--- src/hw/rtl/lru_object_cache_macros.svh ---
// Assertion macros shared by the lru_object_cache RTL.
`ifndef LRU_OBJECT_CACHE_MACROS_SVH
`define LRU_OBJECT_CACHE_MACROS_SVH

// Same-cycle implication, held off during reset.
`define LRUOC_ASSERT_NOW(label, clk, rst, ante, cons) \
  label: assert property (@(posedge clk) disable iff (rst) (ante) |-> (cons)) \
    else $error("lru_object_cache: same-cycle check failed");

// Next-cycle implication, held off during reset.
`define LRUOC_ASSERT_NEXT(label, clk, rst, ante, cons) \
  label: assert property (@(posedge clk) disable iff (rst) (ante) |=> (cons)) \
    else $error("lru_object_cache: next-cycle check failed");

`endif

--- src/hw/rtl/lruoc_pkg.sv ---
// Shared types and constants of the LRU object cache.
package lruoc_pkg;

  localparam int KEY_W  = 64;
  localparam int DATA_W = 64;
  localparam int SLOT_W = 3;

  localparam logic OP_LOOKUP = 1'b0;
  localparam logic OP_INSERT = 1'b1;

  typedef enum logic [2:0] {
    ST_IDLE,
    ST_SCAN,
    ST_DECIDE,
    ST_AGE,
    ST_RESP
  } state_t;

  typedef struct packed {
    logic rd_en;
    logic wr_en;
    logic wr_zero;
  } age_cmd_t;

endpackage

--- src/hw/rtl/lruoc_kv_ram.sv ---
// Key and value word memory, one write port, one registered read port.
module lruoc_kv_ram #(
  parameter int ENTRIES = 8,
  parameter int IDX_W   = 3
) (
  input  logic                         clk,
  input  logic                         wr_en,
  input  logic [IDX_W-1:0]             wr_addr,
  input  logic [lruoc_pkg::KEY_W-1:0]  wr_key,
  input  logic [lruoc_pkg::DATA_W-1:0] wr_data,
  input  logic                         rd_en,
  input  logic [IDX_W-1:0]             rd_addr,
  output logic [lruoc_pkg::KEY_W-1:0]  rd_key,
  output logic [lruoc_pkg::DATA_W-1:0] rd_data
);

  logic [lruoc_pkg::KEY_W+lruoc_pkg::DATA_W-1:0] mem [ENTRIES];

  always_ff @(posedge clk) begin
    if (wr_en) begin
      mem[wr_addr] <= {wr_key, wr_data};
    end
    if (rd_en) begin
      {rd_key, rd_data} <= mem[rd_addr];
    end
  end

endmodule

--- src/hw/rtl/lruoc_age_ram.sv ---
// Age memory with read-modify-write: clears or saturating-increments the last word read.
module lruoc_age_ram #(
  parameter int ENTRIES  = 8,
  parameter int IDX_W    = 3,
  parameter int AGE_BITS = 16
) (
  input  logic                 clk,
  input  lruoc_pkg::age_cmd_t  cmd,
  input  logic [IDX_W-1:0]     rd_addr,
  input  logic [IDX_W-1:0]     wr_addr,
  output logic [AGE_BITS-1:0]  rd_age
);

  logic [AGE_BITS-1:0] mem [ENTRIES];
  logic [AGE_BITS-1:0] wr_age;

  // wr_addr is the address read in the previous cycle, so rd_age is its old value
  always_comb begin
    if (cmd.wr_zero) begin
      wr_age = '0;
    end else if (rd_age == {AGE_BITS{1'b1}}) begin
      wr_age = rd_age;
    end else begin
      wr_age = rd_age + 1'b1;
    end
  end

  always_ff @(posedge clk) begin
    if (cmd.wr_en) begin
      mem[wr_addr] <= wr_age;
    end
    if (cmd.rd_en) begin
      rd_age <= mem[rd_addr];
    end
  end

endmodule

--- src/hw/rtl/lru_object_cache.sv ---
// Top level of the fully associative LRU object cache.
//
// Fully associative cache of ENTRIES key/value entries with LRU replacement by
// per-entry age counters. One transaction at a time: op 0 looks up key, op 1
// inserts key/data_in (lowest empty entry, else the first oldest; no dedup).
// Keys, values and ages live in single-read-port memories, so each request
// makes a scan pass over all entries, one per cycle, then (on a hit or insert)
// an age pass of the same length; a lookup miss skips the age pass. The result
// sits in an output register, so the next request is taken while it waits.
// No clearing pass: valid bits reset at once.
`include "lru_object_cache_macros.svh"

module lru_object_cache #(
  parameter int ENTRIES  = 8,
  parameter int AGE_BITS = 16
) (
  input  logic                         clk,
  input  logic                         rst,
  input  logic                         in_valid,
  output logic                         in_ready,
  input  logic                         op,
  input  logic [lruoc_pkg::KEY_W-1:0]  key,
  input  logic [lruoc_pkg::DATA_W-1:0] data_in,
  output logic                         out_valid,
  input  logic                         out_ready,
  output logic                         hit,
  output logic [lruoc_pkg::DATA_W-1:0] data_out,
  output logic [lruoc_pkg::SLOT_W-1:0] slot
);

  localparam int IDX_W = (ENTRIES > 1) ? $clog2(ENTRIES) : 1;
  localparam logic [IDX_W-1:0] LAST_IDX = IDX_W'(ENTRIES - 1);

  lruoc_pkg::state_t state, state_next;

  logic [ENTRIES-1:0] valid;

  logic                         req_op;
  logic [lruoc_pkg::KEY_W-1:0]  req_key;
  logic [lruoc_pkg::DATA_W-1:0] req_data;

  logic [IDX_W-1:0] idx;
  logic             issue_done;
  logic             pend;
  logic [IDX_W-1:0] pend_idx;
  logic             rd_en;
  logic             last_pend;

  logic                         found;
  logic [IDX_W-1:0]             hit_idx;
  logic [lruoc_pkg::DATA_W-1:0] hit_data;
  logic                         empty_found;
  logic [IDX_W-1:0]             empty_idx;
  logic                         have_best;
  logic [IDX_W-1:0]             best_idx;
  logic [AGE_BITS-1:0]          best_age;
  logic [IDX_W-1:0]             touch_idx;
  logic [IDX_W-1:0]             victim;

  logic                         kv_we;
  logic [lruoc_pkg::KEY_W-1:0]  kv_rd_key;
  logic [lruoc_pkg::DATA_W-1:0] kv_rd_data;
  lruoc_pkg::age_cmd_t          age_cmd;
  logic [AGE_BITS-1:0]          age_rd;
  logic                         resp_load;

  lruoc_kv_ram #(
    .ENTRIES (ENTRIES),
    .IDX_W   (IDX_W)
  ) u_kv_ram (
    .clk     (clk),
    .wr_en   (kv_we),
    .wr_addr (victim),
    .wr_key  (req_key),
    .wr_data (req_data),
    .rd_en   (rd_en),
    .rd_addr (idx),
    .rd_key  (kv_rd_key),
    .rd_data (kv_rd_data)
  );

  lruoc_age_ram #(
    .ENTRIES  (ENTRIES),
    .IDX_W    (IDX_W),
    .AGE_BITS (AGE_BITS)
  ) u_age_ram (
    .clk     (clk),
    .cmd     (age_cmd),
    .rd_addr (idx),
    .wr_addr (pend_idx),
    .rd_age  (age_rd)
  );

  assign last_pend = pend && (pend_idx == LAST_IDX);
  assign victim    = empty_found ? empty_idx : best_idx;

  // next state
  always_comb begin
    state_next = state;
    case (state)
      lruoc_pkg::ST_IDLE: begin
        if (in_valid) state_next = lruoc_pkg::ST_SCAN;
      end
      lruoc_pkg::ST_SCAN: begin
        if (last_pend) state_next = lruoc_pkg::ST_DECIDE;
      end
      lruoc_pkg::ST_DECIDE: begin
        if (req_op == lruoc_pkg::OP_LOOKUP && !found) begin
          state_next = lruoc_pkg::ST_RESP;
        end else begin
          state_next = lruoc_pkg::ST_AGE;
        end
      end
      lruoc_pkg::ST_AGE: begin
        if (last_pend) state_next = lruoc_pkg::ST_RESP;
      end
      lruoc_pkg::ST_RESP: begin
        if (!out_valid || out_ready) state_next = lruoc_pkg::ST_IDLE;
      end
      default: state_next = lruoc_pkg::ST_IDLE;
    endcase
  end

  // control outputs
  always_comb begin
    in_ready        = 1'b0;
    rd_en           = 1'b0;
    kv_we           = 1'b0;
    resp_load       = 1'b0;
    age_cmd.rd_en   = 1'b0;
    age_cmd.wr_en   = 1'b0;
    age_cmd.wr_zero = (pend_idx == touch_idx);
    case (state)
      lruoc_pkg::ST_IDLE:   in_ready = 1'b1;
      lruoc_pkg::ST_SCAN: begin
        rd_en         = !issue_done;
        age_cmd.rd_en = !issue_done;
      end
      lruoc_pkg::ST_DECIDE: kv_we = (req_op == lruoc_pkg::OP_INSERT);
      lruoc_pkg::ST_AGE: begin
        age_cmd.rd_en = !issue_done;
        // empty entries keep their age
        age_cmd.wr_en = pend && valid[pend_idx];
      end
      lruoc_pkg::ST_RESP:   resp_load = !out_valid || out_ready;
      default: ;
    endcase
  end

  always_ff @(posedge clk) begin
    if (rst) begin
      state <= lruoc_pkg::ST_IDLE;
    end else begin
      state <= state_next;
    end
  end

  // address sequencer shared by both passes
  always_ff @(posedge clk) begin
    if (rst) begin
      idx        <= '0;
      issue_done <= 1'b0;
      pend       <= 1'b0;
    end else begin
      pend <= rd_en || age_cmd.rd_en;
      if (state == lruoc_pkg::ST_IDLE || state == lruoc_pkg::ST_DECIDE) begin
        idx        <= '0;
        issue_done <= 1'b0;
      end else if (rd_en || age_cmd.rd_en) begin
        if (idx == LAST_IDX) begin
          issue_done <= 1'b1;
        end else begin
          idx <= idx + 1'b1;
        end
      end
    end
    pend_idx <= idx;
  end

  // request capture and scan results
  always_ff @(posedge clk) begin
    if (in_valid && in_ready) begin
      req_op      <= op;
      req_key     <= key;
      req_data    <= data_in;
      found       <= 1'b0;
      empty_found <= 1'b0;
      have_best   <= 1'b0;
    end
    if (state == lruoc_pkg::ST_SCAN && pend) begin
      if (!found && valid[pend_idx] && kv_rd_key == req_key) begin
        found    <= 1'b1;
        hit_idx  <= pend_idx;
        hit_data <= kv_rd_data;
      end
      if (!empty_found && !valid[pend_idx]) begin
        empty_found <= 1'b1;
        empty_idx   <= pend_idx;
      end
      // strict compare keeps the first entry among equal oldest
      if (valid[pend_idx] && (!have_best || age_rd > best_age)) begin
        have_best <= 1'b1;
        best_idx  <= pend_idx;
        best_age  <= age_rd;
      end
    end
    if (state == lruoc_pkg::ST_DECIDE) begin
      touch_idx <= (req_op == lruoc_pkg::OP_LOOKUP) ? hit_idx : victim;
    end
  end

  always_ff @(posedge clk) begin
    if (rst) begin
      valid <= '0;
    end else if (kv_we) begin
      valid[victim] <= 1'b1;
    end
  end

  // output register
  always_ff @(posedge clk) begin
    if (rst) begin
      out_valid <= 1'b0;
    end else if (resp_load) begin
      out_valid <= 1'b1;
    end else if (out_ready) begin
      out_valid <= 1'b0;
    end
    if (resp_load) begin
      hit      <= (req_op == lruoc_pkg::OP_LOOKUP) && found;
      data_out <= ((req_op == lruoc_pkg::OP_LOOKUP) && found) ? hit_data : '0;
      slot     <= ((req_op == lruoc_pkg::OP_INSERT) || found)
                  ? lruoc_pkg::SLOT_W'(touch_idx) : '0;
    end
  end

  `LRUOC_ASSERT_NOW(a_touch_valid, clk, rst, state == lruoc_pkg::ST_AGE, valid[touch_idx])
  `LRUOC_ASSERT_NEXT(a_one_at_a_time, clk, rst, in_valid && in_ready, !in_ready)
  `LRUOC_ASSERT_NEXT(a_resp_holds, clk, rst,
    state == lruoc_pkg::ST_RESP && out_valid && !out_ready, state == lruoc_pkg::ST_RESP)
  `LRUOC_ASSERT_NOW(a_write_on_insert, clk, rst, kv_we, req_op == lruoc_pkg::OP_INSERT)

endmodule
--- config.mk ---
export PLATFORM = sky130hd
export DESIGN_NAME = lru_object_cache
export DESIGN_NICKNAME = d
export VERILOG_FILES = /design/src/hw/rtl/lruoc_pkg.sv /design/src/hw/rtl/lruoc_kv_ram.sv /design/src/hw/rtl/lruoc_age_ram.sv /design/src/hw/rtl/lru_object_cache.sv
export VERILOG_INCLUDE_DIRS = /design/src /design/src/hw/rtl
export SDC_FILE = /design/constraint.sdc
export NUM_CORES = 2
export LEC_CHECK = 0
export ABC_AREA = 1
export CAP_MARGIN = 20
export CORE_MARGIN = 2
export CORE_UTILIZATION = 37
export DETAILED_ROUTE_END_ITERATION = 7
export DONT_BUFFER_PORTS = 1
export PLACE_DENSITY = 0.55
export RECOVER_POWER = 50
export SLEW_MARGIN = 20
export SYNTH_ARGS = -nofsm -noshare
export SYNTH_HDL_FRONTEND = slang
export SYNTH_SLANG_ARGS = --single-unit
--- constraint.sdc ---
create_clock -name clk -period 9.5 [get_ports clk]
set_input_delay 0.475 -clock clk [delete_from_list [all_inputs] [get_ports clk]]
set_output_delay 0.475 -clock clk [all_outputs]
set_load 0.01 [all_outputs]
==> qor.yml <==
p_clk_share_pct: 34.8
layout-drive-gt1-share_pct: 6.38
postSynthNetCount: 4789
p_int_mw: 13.2
rsz0062_at_grt: "no"
path_cells: "clkbuf_1, buf_4, buf_4, o21ai_0, o22ai_1, nor2_1, a31oi_1"
overflow: 0
async_reset_ff_share_pct: 0
cts_resized: 0
layout.nets: 4908
cts_sinks: 1608
setup_viol: 0
final_design_area_no_fill_um2: 70300
final.min_clock_period_ps: 5740
area_delta_synth_final_pct: 14.1
hold_viol_final: 0
tritoncts: "done"
gp_congestion: 0.784
pin_count: 203
vias: 35600
crit_slowest_cell: "clkbuf_1"
cp_common_cell: "buf_4"
synthFlopType: "edfxtp_1"
fin_util_pct: 42.6
root_buffer: "clkbuf_16"
critPathLaunchType: "flip-flop"
nFillCells: 15100
clk_pin_slew_ps: 60
rows: 149
synth.most_common_cell: "edfxtp_1"
drtIter0Drc: 3496
p_seq_share_pct: 52.0
min_period_over_period_pct: 60.5
postPlaceCellArea_um2: 63700
violations: "capacitance limit, slew limit"
outcome: "complete, but fails checks"
synth_cell_types: 37
via_per_inst: 5.04
grt_antenna_before_repair: 25
slowest_delay_ps: 2280
ant_nets: 0
ys_warn_count: 0
cellPowerDensity_nw_per_um2: 261
die-area_um2: 170000
cts_setup_buffers: 0
drv_cap: 13
grtUsageTotal_pct: 17.4
setup.worst_path.end_class: "flip-flop"
synth-seq-cells: 1608
routedWlPerCell_um: 21.3
cts.htree.levels: 4
grt_pass1_vias: 33700
first_pass_iters: 5
grt_start_max_net_pins: 256
switching_share_pct: 27.7
dp_cells: 6647
cts_max_path_buffers: 3
start_util_pct: 37.3
skew_ps: 27.1
max_freq_mhz: 174
peakVddDrop_mv: 0.211
critPathMaxFanout: 76
synth_enable_flop_cells: 1585
ys_top_cells_by_count: "edfxtp_1 (1585), nor2_1 (1222), o21ai_0 (566), nand2_1 (314), inv_1 (236)"
arrival_ps: 6370
criticalPathCategory: "reg2reg"
max_slew_margin_pct: -146
syn_area_um2: 61600
io_buffers: 0
synth_top_cell_area_share_pct: 77.3
synth_top_area_cell: "edfxtp_1"
drc: 0
syn_area_per_cell_um2: 13.3
core-area_um2: 165000
grt_pass1_wl_um: 221000
cts_buffers: 164
dieWidth_um: 412
wl_um: 151000
die_h_um: 412
hold_slack_ps: 303
yosys-top-cells-area: "edfxtp_1 (77%), nor2_1 (7.4%), o21ai_0 (4.6%), nand2_1 (1.9%), a31oi_1 (1.5%)"
slew_violations: 621
dp_hpwl_um: 78200
synthCells: 4637
final_cells: 7079
synth-seq-area-share_pct: 78.0
p_switching_mw: 5.08
tightest_slew_ps: 3680
clkLatencyLatePin_ps: 810
required_ps: 10130
combPwrFrac_pct: 13.2
setup_tns_ps: 0
hold_class: "in2reg"
p_leak_nw: 24.0
==> cell type report <==
cell class | instances | area, µm² | area share, %
Antenna cell | 3 | 7.51 | 0.0107
Clock buffer | 195 | 4260 | 6.06
Clock inverter | 102 | 1060 | 1.50
Inverter | 251 | 987 | 1.40
Multi-Input combinational cell | 2549 | 11500 | 16.3
Sequential cell | 1608 | 48100 | 68.4
Tap cell | 2189 | 2740 | 3.90
Timing Repair Buffer | 182 | 1710 | 2.43
==> sequential cells by signal, summed over array words and instances (netlist names), 8 cells and up <==
register / cells
u_kv_ram.mem: 1024
u_age_ram.mem: 128
data_out: 64
hit_data: 64
req_data: 64
req_key: 64
u_kv_ram.rd_data: 64
u_kv_ram.rd_key: 64
best_age: 16
u_age_ram.rd_age: 16
valid: 8
==> logic make-up (layout without fill, tap and decap cells) <==
logic type / Yosys count / in the layout / share of synthesized area, %
flip-flops: 1608 / 1608 / 78.0
AND/OR/NAND/NOR: 1602 / 1602 / 10.0
AO/OA/AOI/OAI: 913 / 913 / 8.02
buffers and inverters: 480 / 730 / 3.35
adder cells (fa/ha/maj): 19 / 19 / 0.386
XOR/XNOR: 15 / 15 / 0.213
other: 0 / 3 / 0
==> placed cells by master, fill, tap and decap left out, drive strengths merged, types with 23 or more instances in the layout <==
| cell type | instances |
|---|---|
| inv | 246 |
| edfxtp | 1585 |
| o22ai | 145 |
| nor2 | 1226 |
| dfxtp | 23 |
| dlygate4sd3 | 132 |
| nand2 | 314 |
| clkinv | 76 |
| nand3 | 37 |
| a31oi | 146 |
| o21ai | 602 |
| clkbuf | 201 |
| buf | 44 |
==> power by group through the flow <==
stage                     clock network, mW  registers (mW)  logic (mW)
final                                  6.38            9.52        2.42
after global routing                   6.78            9.61        2.72
after CTS                              6.51            9.51        2.46
after detailed placement                  0            9.65        2.40
after global placement                    0            9.64        2.37
after floorplan                           0            9.43        1.67
==> worst max-delay path, delay by kind of cell (launching register included) <==
kind / cells / cell delay, ps
AO/OA/AOI/OAI: 3 / 580
buffers and inverters: 3 / 3940
flip-flops: 1 / 800
AND/OR/NAND/NOR: 1 / 60
==> worst paths after layout <==
| kind | from | endpoint | slack [ps] | depth (start not counted) |
|---|---|---|---|---|
| hold / removal | key[20] | req_key[20]$_DFFE_PP_ | 300 | 1 |
| setup reg to reg | idx[0]$_SDFFE_PP0P_ | u_kv_ram.rd_key[11]$_DFFE_PP_ | 3760 | 7 |
| hold reg to reg | u_kv_ram.rd_data[50]$_DFFE_PP_ | hit_data[50]$_DFFE_PP_ | 410 | 0 |
| setup / recovery | idx[0]$_SDFFE_PP0P_ | u_kv_ram.rd_key[11]$_DFFE_PP_ | 3760 | 7 |
==> stage by stage <==
step / setup slack (ps) / power [mW]
finish: 3760 / 18.3
global route: 3220 / 19.1
CTS: 5360 / 18.5
detailed placement: 5380 / 12.1
global placement: 5440 / 12.0
floorplan: 2670 / 11.1
==> metal layers <==
metal	track usage (%)	up-vias	wire length, µm
met5	0	-	170
met4	5.02	28	3170
met3	3.57	228	9250
met2	26.7	941	68400
met1	25.2	17700	69600
li1	-	16800	-
==> what timing repair did <==
action	4_1_cts	5_1_grt
endpoints found under the setup margin	0	0
hold buffers	132	0
hold endpoints to repair	148	0
No activity file was read; power rests on OpenSTA's default activity.
